File: config.mk
export PLATFORM = sky130hd
export DESIGN_NAME = rbs_cell
export DESIGN_NICKNAME = d
export VERILOG_FILES = /design/src/hw/rtl/rbs_pkg.sv /design/src/hw/rtl/rbs_cell.sv
export SDC_FILE = /design/constraint.sdc
export NUM_CORES = 1
export LEC_CHECK = 0
export ABC_CLOCK_PERIOD_IN_PS = 50800
export BUFFER_PORTS_ARGS = -buffer_cell sky130_fd_sc_hd__buf_2
export CAP_MARGIN = 5
export CORE_AREA = 5 5 503 505
export CTS_CLUSTER_DIAMETER = 150
export DETAILED_ROUTE_END_ITERATION = 10
export DIE_AREA = 0 0 508 510
export PLACE_DENSITY = 0.38
export SYNTH_ARGS = -nofsm -noshare
export SYNTH_HDL_FRONTEND = slang
export SYNTH_SLANG_ARGS = --single-unit
export TNS_END_PERCENT = 100
File: constraint.sdc
create_clock -name clk -period 50.8 [get_ports clk]
set_input_delay 7.62 -clock clk [delete_from_list [all_inputs] [get_ports clk]]
set_output_delay 7.62 -clock clk [all_outputs]
set_load 0.01 [all_outputs]
File: src/hw/rtl/rbs_pkg.sv
// Shared types, constants and helpers for the 2D ray / box slab test.
package rbs_pkg;

  localparam int unsigned QBits = 16;
  localparam int unsigned WordW = 32;
  localparam int unsigned NumW = 49;
  localparam int unsigned QuotW = 50;
  localparam int unsigned NumCells = NumW;
  localparam int unsigned CfgIdxW = 2;

  typedef enum logic [CfgIdxW-1:0] {
    REG_BOX_MIN_X = 2'd0,
    REG_BOX_MIN_Y = 2'd1,
    REG_BOX_MAX_X = 2'd2,
    REG_BOX_MAX_Y = 2'd3
  } cfg_reg_t;

  typedef struct packed {
    logic signed [WordW-1:0] origin_x;
    logic signed [WordW-1:0] origin_y;
    logic signed [WordW-1:0] dir_x;
    logic signed [WordW-1:0] dir_y;
    logic signed [WordW-1:0] t_start;
    logic signed [WordW-1:0] t_end;
  } ray_t;

  typedef struct packed {
    logic                    hit;
    logic signed [WordW-1:0] t_enter;
    logic signed [WordW-1:0] t_exit;
  } result_t;

  // One magnitude divider lane: partial remainder, quotient, divisor, sign.
  typedef struct packed {
    logic [NumW-1:0]  rem;
    logic [NumW-1:0]  num;
    logic [WordW-1:0] den;
    logic             neg;
  } div_lane_t;

  // Everything an item carries down the cell row.
  typedef struct packed {
    logic                    valid;
    logic signed [WordW-1:0] origin_x;
    logic signed [WordW-1:0] origin_y;
    logic                    zero_x;
    logic                    zero_y;
    logic signed [WordW-1:0] enter;
    logic signed [WordW-1:0] exit;
    div_lane_t [3:0]         lane;
  } cell_data_t;

  // Clamps a signed wide quotient to the 32-bit range.
  function automatic logic signed [WordW-1:0] sat32(input logic signed [QuotW-1:0] v);
    logic signed [QuotW-1:0] hi_lim;
    logic signed [QuotW-1:0] lo_lim;
    hi_lim = QuotW'(signed'(33'sh0_7FFF_FFFF));
    lo_lim = -hi_lim - QuotW'(1);
    if (v > hi_lim) return {1'b0, {(WordW-1){1'b1}}};
    if (v < lo_lim) return {1'b1, {(WordW-1){1'b0}}};
    return v[WordW-1:0];
  endfunction

endpackage

File: src/hw/rtl/rbs_cell.sv
// One restoring division step for all four slab quotients of an item.
module rbs_cell (
  input  logic                clk,
  input  logic                rst,
  input  logic                en,
  input  rbs_pkg::cell_data_t d_in,
  output rbs_pkg::cell_data_t d_out
);

  rbs_pkg::cell_data_t d_next;

  // Shift in the next numerator bit and subtract the divisor when it fits.
  always_comb begin
    logic [rbs_pkg::NumW:0] trial;
    d_next = d_in;
    for (int i = 0; i < 4; i++) begin
      trial = {d_in.lane[i].rem, d_in.lane[i].num[rbs_pkg::NumW-1]};
      d_next.lane[i].num = {d_in.lane[i].num[rbs_pkg::NumW-2:0], 1'b0};
      if (trial >= {{(rbs_pkg::NumW-rbs_pkg::WordW+1){1'b0}}, d_in.lane[i].den}) begin
        trial = trial - {{(rbs_pkg::NumW-rbs_pkg::WordW+1){1'b0}}, d_in.lane[i].den};
        d_next.lane[i].num[0] = 1'b1;
      end
      d_next.lane[i].rem = trial[rbs_pkg::NumW-1:0];
    end
  end

  always_ff @(posedge clk) begin
    if (rst) begin
      d_out.valid <= 1'b0;
    end else if (en) begin
      d_out <= d_next;
    end
  end

endmodule

==> results_dict.tcl, run 1 <==
set metrics [dict create \
    clock_path_buffers 3 \
    regMostFlops "d_out" \
    drive_gt1_share_pct 39.39 \
    yosysWarnings 0 \
    fin_util_pct 17.88 \
    max_stage_delay_ns 0.73 \
    io_pins 1313 \
    synthMostInstantiatedCell "edfxtp_1" \
    fmax_ghz 0.08693 \
    cts_setup_buffers 0 \
    ctsResizeCount 0 \
    io_buffers 1312 \
    syn-num-nets 3171 \
    grt-ovfl-total 0 \
    status "finished, final reports clean" \
    cts_tree "built" \
    num_vias 26500 \
    critical_path_class "in2reg" \
    ant_nets 0 \
    hold_violations 0 \
    grt_pass1_wl_um 277700 \
    synth_area_leaders "edfxtp_1 (65%), ha_1 (5.3%), a21oi_1 (2.9%), o21ai_0 (2.7%), xor2_1 (2.7%)" \
    timing.slew.headroom_pct 21.52 \
    synth_common_cells "edfxtp_1 (654), nand2_1 (211), a21oi_1 (173)" \
    grt_max_degree 122 \
    synth_top_area_share_pct 64.70 \
    die-width_um 508 \
    die_y_um 510 \
    cts_hold_buf 0 \
    drt_wl_total_um 223200 \
    hold_depth 2 \
    synth_fa_ha_area_share_pct 5.540 \
    power.leakage_nw 17.64 \
    synthCells 2381 \
    path_depth 12 \
    synth_edf_count 654 \
    skew_ns 0 \
    r2r-start "d_out[654]" \
    syn_to_final_growth_pct 45.90 \
    critPathArrivalTime_ns 11.93 \
    grt_pass1_vias 26150 \
    ir_drop_mv 0.02638 \
    drc_errors 0 \
    critPathBufInv 2 \
    rsz0062_at_grt "false" \
    core-area_sq_um 247700 \
    hold_ws_ns 0.5214 \
    synth_top_family_by_area "compound AO/OA/AOI/OAI gates" \
    grtUsageTotal_pct 16.31 \
    post_synth.cell_area_avg_sq_um 12.75 \
    ys_ff_latch 655 \
    clk_pin_slew_ns 0.06 \
    end_kind "flop" \
    viasPerCell 3.699 \
    worst_setup_path_start_kind "input pin" \
    antenna_found_initial 127 \
    synth_seq_area_share_pct 64.77 \
    root_buffer "clkbuf_16" \
    crit_path_start "d_in[274]" \
    cp_top_family "compound AO/OA/AOI/OAI gates" \
    cp_cell_sequence "buf_2, inv_1, ha_1, a21oi_1, o21ai_0, a21oi_1, o22ai_1, o21ai_0, a21boi_0, a211oi_2, nand4b_1, xnor2_1" \
    synth_xor_area_share_pct 5.107 \
    rrSetupSlack_ns 50.19 \
    cp_slowest_cell "a21oi_1" \
    min_period_ns 11.50 \
    synth_compound_area_share_pct 11.31 \
    reg_top3 "d_out x655" \
    ys.flop_type "edfxtp_1" \
    htree_levels 3 \
    setup_viol 0 \
    hpwl_um 194400 \
    gp_congestion 0.9055 \
    drv_cap 0 \
    drtIter0Drc 2177 \
    numClockSinks 655 \
    wire_per_inst_um 31.15 \
    synth_top_area_cell "edfxtp_1" \
    cts_buffers 92 \
    min_path_type "reg2reg" \
    largest_register_ffs 655 \
    die_area_sq_um 259100 \
    synth_area_sq_um 30350 \
    fin_crit_sh_pct 22.64 \
    cp_max_fo 7 \
    r2r_end "d_out[654]" \
    report.final.slew_viol_count 0 \
    drt-pass1-iter-count 7 \
    clock_latency_ns 0.72 \
    core.rowCount 183 \
    yosys.area_share.simple_pct 9.860 \
    worstPathRequired_ns 51.23 \
    tns_ns 0 \
    reg2reg_depth 2 \
    async_flop_share_pct 0 \
    synthMuxAreaShare_pct 0.4699 \
    worstMarginPinSlew_ns 1.148 \
    nets 4535 \
    start_util_pct 12.25 \
    endpoint "d_out[388]" \
    power_density_nw_per_um2 37.43 \
    synth.distinct_cells 76 \
]
-- logic make-up (layout without fill, tap and decap cells) --
family | after synthesis | in the layout
buffers and inverters | 231 | 1668
AOI/OAI and AO/OA | 556 | 556
xor gates and xnor gates | 177 | 177
and+or+nand+nor | 617 | 617
DFF | 655 | 655
adders and majority gates | 132 | 132
other | 0 | 17
muxes | 13 | 13
-- metal layers --
layer	up-vias	wire length [um]	global-route usage (%)
met3	327	26790	7.943
met1	13100	90800	19.99
met4	36	5549	3.556
li1	11660	-	-
met2	1382	99840	25.86
met5	-	236	0
-- power by group --
part | internal, mW | switching (mW) | total [mW]
Combinational | 0.0932 | 0.197 | 0.290
Clock | 0.414 | 0.288 | 0.701
Sequential | 0.647 | 0.0190 | 0.666
Total | 1.15 | 0.504 | 1.66
-- final cells by class --
cell class                      instances  area (sq um)
Multi-Input combinational cell       1495          9823
Fill cell                           27780        203500
Clock inverter                         58         829.5
Sequential cell                       655         19660
Timing Repair Buffer                 1331          6721
Clock buffer                          109          2406
Antenna cell                           17         42.54
Inverter                              170         638.1
Tap cell                             3330          4167
-- tightest hold or removal path, delay by kind of cell (launching register included) --
family | cells | cell delay (ns)
muxes | 1 | 0.07
and+or+nand+nor | 1 | 0.08
DFF | 1 | 0.33
-- worst min-delay path by stage --
| stage | from | end |
|---|---|---|
| finish | d_out[654] | d_out[654] |
| global route | d_out[654] | d_out[654] |
| CTS | d_out[654] | d_out[654] |
| detailed placement | d_out[654] | d_out[654] |
| global placement | d_out[654] | d_out[654] |
| floorplan | d_out[654] | d_out[654] |
-- stage by stage --
| stage | total power, mW | worst slack, ns | std cells | instance area, sq um |
|---|---|---|---|---|
| floorplan | 0.8166 | 12.55 | 2381 | 30350 |
| CTS | 1.697 | 39.01 | 7148 | 44240 |
| global route | 1.733 | 39.00 | 7154 | 44260 |
| detailed placement | 0.9712 | 38.25 | 6981 | 41010 |
| finish | 1.658 | 39.30 | 7165 | 44290 |
| global placement | 0.9733 | 38.25 | 6981 | 41010 |
-- layout by cell type (no fill, tap or decap), types with 18 or more instances in the layout --
master | Yosys | routed
nand2_1 | 211 | 211
clkbuf_16 | 0 | 92
nand4_1 | 36 | 36
o21ai_0 | 162 | 162
inv_1 | 169 | 169
a21oi_1 | 173 | 173
nand3_1 | 40 | 40
nor4_1 | 29 | 29
nand2b_1 | 22 | 22
buf_2 | 3 | 1312
a21o_1 | 54 | 54
or3_1 | 20 | 20
edfxtp_1 | 654 | 654
buf_4 | 4 | 18
ha_1 | 128 | 128
o21bai_1 | 24 | 24
xnor2_1 | 85 | 85
xor2_1 | 92 | 92
a211oi_1 | 22 | 22
nor2_1 | 129 | 128
nor3_1 | 45 | 45
Power figures use the tool's default switching activity.
==> inputs of run 2 (changes only) <==
--- a/config.mk
+++ b/config.mk
@@ -5,13 +5,13 @@
 export SDC_FILE = /design/constraint.sdc
 export NUM_CORES = 1
 export LEC_CHECK = 0
-export ABC_CLOCK_PERIOD_IN_PS = 50800
+export ABC_CLOCK_PERIOD_IN_PS = 9780
 export BUFFER_PORTS_ARGS = -buffer_cell sky130_fd_sc_hd__buf_2
 export CAP_MARGIN = 5
-export CORE_AREA = 5 5 503 505
+export CORE_AREA = 5 5 510 512
 export CTS_CLUSTER_DIAMETER = 150
 export DETAILED_ROUTE_END_ITERATION = 10
-export DIE_AREA = 0 0 508 510
+export DIE_AREA = 0 0 515 517
 export PLACE_DENSITY = 0.38
 export SYNTH_ARGS = -nofsm -noshare
 export SYNTH_HDL_FRONTEND = slang
==> constraint.sdc (replaced) <==
create_clock -name clk -period 9.78 [get_ports clk]
set_input_delay 1.467 -clock clk [delete_from_list [all_inputs] [get_ports clk]]
set_output_delay 1.467 -clock clk [all_outputs]
set_load 0.01 [all_outputs]
==> run 2 against run 1 <==
Compared with the run above:
- die area is 2.8% higher
- clock power grew to 5.2 times the previous value
- worst hold slack worse by 0.024 ns
- via count shrank 0.55%
- critical path type unchanged
- critical path depth is the same
- register-to-register slack worse by 41 ns
- global-route usage fell by 0.70 points
- clock skew unchanged
- power rose to 5.2 times the previous value
==> results_dict.tcl, run 2 (synthesized netlist as in run 1, its figures left out) <==
set metrics [dict create \
    status "finished, final reports clean" \
    worstMarginPinSlew_ns 1.167 \
    power.leakage_nw 17.64 \
    critPathBufInv 2 \
    regMostFlops "d_out" \
    die_y_um 517 \
    clock_latency_ns 0.70 \
    start_util_pct 11.89 \
    fin_crit_sh_pct 53.93 \
    numClockSinks 655 \
    grt_pass1_wl_um 273600 \
    fmax_ghz 0.1896 \
    viasPerCell 3.651 \
    cp_max_fo 7 \
    die-width_um 515 \
    instances_no_fill 7219 \
    clock_path_buffers 3 \
    drive_gt1_share_pct 39.51 \
    hpwl_um 190000 \
    rsz0062_at_grt "false" \
    reg_top3 "d_out x655" \
    nets 4540 \
    die_area_sq_um 266300 \
    ant_nets 0 \
    tns_ns 0 \
    critical_path_class "in2reg" \
    core-area_sq_um 255300 \
    gr-usage-met3_pct 8.771 \
    min_period_ns 5.274 \
    grt_max_degree 144 \
    dp_slack_ns 3.395 \
    htree_levels 3 \
    drtIter0Drc 1956 \
    grtUsageTotal_pct 15.60 \
    largest_register_ffs 655 \
    grt_pass1_vias 26530 \
    hold_violations 0 \
    place_area_sq_um 41110 \
    end_kind "flop" \
    worstPathRequired_ns 10.24 \
    cp_top_family "compound AO/OA/AOI/OAI gates" \
    setup_viol 0 \
    hold_ws_ns 0.4979 \
    clk_pin_slew_ns 0.06 \
    io_pins 1313 \
    cts_hold_buf 0 \
    drc_errors 0 \
    busiest_layer "met2" \
    cts_setup_buffers 0 \
    io_buffers 1312 \
    power_density_nw_per_um2 193.3 \
    final_cell_mix "buf_2 (1312), edfxtp_1 (654), nand2_1 (211)" \
    grt-ovfl-total 0 \
    post-route-cell-area_sq_um 44350 \
    critPathArrivalTime_ns 5.74 \
    antenna_found_initial 129 \
    drv_cap 0 \
    worst_setup_path_start_kind "input pin" \
    ir_drop_mv 0.1229 \
    wire_per_inst_um 30.42 \
    finalWorstSetupSlack_ns 4.506 \
    cp_cell_sequence "buf_2, inv_1, ha_1, a21oi_1, o21ai_0, a21oi_1, o22ai_1, o21ai_0, a21boi_0, a211oi_2, nand4b_1, xnor2_1" \
    timing.slew.headroom_pct 21.46 \
    numPlacedInstances 7036 \
    gp_congestion 0.9089 \
    fin_util_pct 17.37 \
    core.rowCount 186 \
    final_common_cell "buf_2" \
    report.final.slew_viol_count 0 \
    skew_ns 0 \
    cts_buffers 96 \
    root_buffer "clkbuf_16" \
    ctsResizeCount 0 \
    fillCellCount 28570 \
    drt-pass1-iter-count 5 \
    max_stage_delay_ns 0.68 \
    syn_to_final_growth_pct 46.11 \
    use_met2_pct 25.10 \
    fin_total_pwr_mw 8.573 \
    grt_use_met1_pct 18.04 \
    num_vias 26360 \
    cp_slowest_cell "a21oi_1" \
    min_path_type "reg2reg" \
    cts_tree "built" \
    drt_wl_total_um 219600 \
]
==> run 2: tightest hold or removal path, delay by kind of cell, from the launching register on <==
kind	cells	cell delay [ns]
muxes	1	0.07
DFF	1	0.33
and+or+nand+nor	1	0.07
==> run 2: final cells by class <==
cell class | instances | area [sq um] | share of cell area [%]
timing repair buffer | 1332 | 6754 | 15.23
multi-input combinational | 1495 | 9823 | 22.15
inverter | 170 | 638.1 | 1.439
sequential | 655 | 19660 | 44.33
antenna | 6 | 15.01 | 0.03385
tap | 3384 | 4234 | 9.547
clock inverter | 63 | 757.0 | 1.707
clock buffer | 114 | 2470 | 5.569
==> run 2: path summary, 6_finish.rpt <==
path	cells past startpoint	start	slack (ns)	to
max reg2reg	2	d_out[654]	9.20	d_out[654]
max	12	d_in[274]	4.51	d_out[388]
min reg2reg	2	d_out[654]	0.50	d_out[654]
min	2	d_out[654]	0.50	d_out[654]
==> run 2: layer usage <==
metal  vias to the layer above  share of wire, %
met4                        34               2.7
met2                      1354                45
met1                     12950                39
met3                       364                13
met5                         -              0.10
li1                      11660                 -
==> run 2: where the power goes <==
part / switching (mW) / leakage (nW) / total, mW / internal [mW]
Clock: 1.53 / 1.54 / 3.62 / 2.09
Combinational: 1.02 / 9.95 / 1.51 / 0.487
Sequential: 0.0839 / 6.15 / 3.45 / 3.36
==> inputs of run 3 (changes only) <==
--- a/config.mk
+++ b/config.mk
@@ -5,14 +5,15 @@
 export SDC_FILE = /design/constraint.sdc
 export NUM_CORES = 1
 export LEC_CHECK = 0
-export ABC_CLOCK_PERIOD_IN_PS = 9780
+export ABC_AREA = 1
+export ABC_CLOCK_PERIOD_IN_PS = 4700
 export BUFFER_PORTS_ARGS = -buffer_cell sky130_fd_sc_hd__buf_2
 export CAP_MARGIN = 5
-export CORE_AREA = 5 5 510 512
+export CORE_AREA = 5 5 505 507
 export CTS_CLUSTER_DIAMETER = 150
 export DETAILED_ROUTE_END_ITERATION = 10
-export DIE_AREA = 0 0 515 517
-export PLACE_DENSITY = 0.38
+export DIE_AREA = 0 0 510 512
+export PLACE_DENSITY = 0.42
 export SYNTH_ARGS = -nofsm -noshare
 export SYNTH_HDL_FRONTEND = slang
 export SYNTH_SLANG_ARGS = --single-unit
==> constraint.sdc (replaced) <==
create_clock -name clk -period 4.7 [get_ports clk]
set_input_delay 0.705 -clock clk [delete_from_list [all_inputs] [get_ports clk]]
set_output_delay 0.705 -clock clk [all_outputs]
set_load 0.01 [all_outputs]
==> run 3 against run 2 <==
Compared with the run above:
- cell count is 30% higher
- global-route usage up 2.1 points
- setup slack lost 2.7 ns
- critical path depth is 2 higher
- combinational power increased by 140%
- non-clock buffer count shrank 2
- clock skew unchanged
- synthesized area is 23% higher
- clock-buffer cell count shrank 4
- critical path type unchanged
- critical endpoint is now d_out[125]
==> results_dict.tcl, run 3 <==
set metrics [dict create \
    hpwl_um 209500 \
    multi_input_area_sq_um 13720 \
    antenna_found_initial 113 \
    clock_path_buffers 3 \
    viasPerCell 3.842 \
    dp_slack_ns 1.063 \
    p_comb_share_pct 19.8 \
    ir_drop_mv 0.2514 \
    end_kind "flop" \
    route.met3.wl_um 19610 \
    rsz0062_at_grt "false" \
    synth_top_area_cell "edfxtp_1" \
    wire_per_inst_um 25.80 \
    hold_ws_ns 0.1272 \
    top_layer "met5" \
    setup_viol 0 \
    syn-num-nets 5324 \
    synth.distinct_cells 41 \
    p_seq_share_pct 40.4 \
    hold_violations 0 \
    status "finished, final reports clean" \
    fillCellCount 28340 \
    nets 6717 \
    die_y_um 512 \
    syn_to_final_growth_pct 37.15 \
    critical_path_class "in2reg" \
    report.final.slew_viol_count 0 \
    ctsResizeCount 0 \
    wl_met1_um 98860 \
    hold_start "d_in[594]" \
    regMostFlops "d_out" \
    ys.flop_type "edfxtp_1" \
    start_util_pct 14.88 \
    die-width_um 510 \
    critPathArrivalTime_ns 3.33 \
    clock_latency_ns 0.71 \
    fmax_ghz 0.3445 \
    power.leakage_nw 24.52 \
    async_flop_share_pct 0 \
    fin_crit_sh_pct 61.77 \
    wl_met2_um 117900 \
    cp_max_fo 16 \
    power_density_nw_per_um2 350.5 \
    worstPathRequired_ns 5.13 \
    drt_wl_total_um 241700 \
    synth_area_sq_um 37210 \
    synth_seq_area_share_pct 52.83 \
    skew_ns 0 \
    grt_pass1_wl_um 315000 \
    htree_levels 3 \
    root_buffer "clkbuf_16" \
    min_period_ns 2.903 \
    min_path_type "in2reg" \
    p_sw_share_pct 32.71 \
    ant_nets 0 \
    timing.slew.headroom_pct 33.07 \
    fin_util_pct 20.41 \
    io_buffers 1312 \
    cts_buffers 92 \
    seqCellArea_sq_um 19660 \
    post_synth.cell_area_avg_sq_um 8.207 \
    drc_errors 0 \
    intPower_mw 12.03 \
    num_vias 36000 \
    core-area_sq_um 250000 \
    final_common_cell "nand2_1" \
    grt_pass1_vias 35430 \
    synth_edf_count 654 \
    r2r-start "d_out[654]" \
    synthMostInstantiatedCell "nand2_1" \
    switchingPower_mw 5.851 \
    cts_hold_buf 0 \
    crit_path_start "d_in[81]" \
    clk_pin_slew_ns 0.06 \
    reg_top3 "d_out x655" \
    io_pins 1313 \
    worst_setup_path_start_kind "input pin" \
    synthCells 4534 \
    cts_tree "built" \
    grt-ovfl-total 0 \
    drive_gt1_share_pct 26.62 \
    drt-pass1-iter-count 6 \
    die_area_sq_um 261100 \
    drv_cap 0 \
    synth_common_cells "nand2_1 (1780), inv_1 (914), edfxtp_1 (654)" \
    final_cell_mix "nand2_1 (1780), buf_2 (1312), inv_1 (913)" \
    finalWorstSetupSlack_ns 1.797 \
    cts_setup_buffers 0 \
    largest_register_ffs 655 \
    grt_max_degree 135 \
    ys_ff_latch 655 \
    yosysWarnings 0 \
    synth_area_leaders "edfxtp_1 (53%), nand2_1 (18%), inv_1 (9.2%), ha_1 (4.3%), nor2_1 (3.5%)" \
    drtIter0Drc 2795 \
    core.rowCount 184 \
    gp_congestion 0.9763 \
    numClockSinks 655 \
    grtUsageTotal_pct 17.66 \
    worstMarginPinSlew_ns 1.004 \
    synth_top_area_share_pct 52.78 \
    p_clk_share_pct 39.8 \
]
## run 3: cell types whose count changed after synthesis, sizes merged, moves of 30 or more
| cell | change |
|---|---|
| nand2 | +1586 |
| inv | +773 |
| nor2 | +240 |
| nand3 | +197 |
| o21ai | -152 |
| xnor2 | -81 |
| nand4 | +57 |
| a21o | -54 |
| clkbuf | -53 |
| a21oi | -37 |
| nor4 | -30 |
## run 3: worst paths after layout
path         slack, ns          to  cells after the start
max               1.80  d_out[125]                     14
min               0.13  d_out[594]                      1
max reg2reg       4.14  d_out[654]                      2
min reg2reg       0.47  d_out[654]                      2
## run 3: cells by family after synthesis
| family | Yosys count | share of synthesized area (%) |
|---|---|---|
| AO/OA/AOI/OAI | 152 | 2.542 |
| XOR/XNOR | 80 | 1.883 |
| adder cells (fa/ha/maj) | 132 | 4.519 |
| buffers and inverters | 977 | 10.32 |
| flip-flops | 655 | 52.83 |
| AND/OR/NAND/NOR | 2538 | 27.90 |
## run 3: final cells by class
type	count	share of cell area [%]
clock inverters	59	1.260
repair buffers	1330	13.35
diodes	19	0.09316
flip-flops and latches	655	38.52
multi-input cells	2902	26.88
well taps	3348	8.208
clock buffers	110	4.683
inverters	946	7.002
## run 3: per-stage QoR
stage	cells	setup TNS (ns)	area, sq um	total power, mW
2_1_floorplan	4534	-3984.31	37230	8.985
3_3_place_gp	9181	0	47950	10.97
3_5_place_dp	9181	0	47950	10.95
4_1_cts	9350	0	50990	18.31
5_1_grt	9354	0	51000	18.79
6_report	9369	0	51030	17.89
## run 3: critical path, stage by stage
cell	delay, ns
buf_2	0.13
inv_1	0.06
ha_1	0.13
inv_1	0.13
fa_1	0.49
nand2_1	0.12
nand3_1	0.19
nand2_1	0.14
nand2_2	0.11
nand2_2	0.18
inv_2	0.06
nor2_4	0.42
buf_4	0.35
a21oi_1	0.11
## run 3: routing by layer
metal / vias up / global-route usage (%)
li1: 17000 / -
met1: 17330 / 21.30
met2: 1305 / 31.19
met3: 302 / 5.163
met4: 58 / 3.304
met5: - / 0
## run 3: power groups by stage
stage	Clock (mW)	Combinational, mW	Sequential, mW
finish	7.12	3.55	7.22
global route	7.66	3.88	7.25
CTS	7.45	3.63	7.23
detailed placement	0	3.61	7.33
global placement	0	3.62	7.35
floorplan	0	1.46	7.53
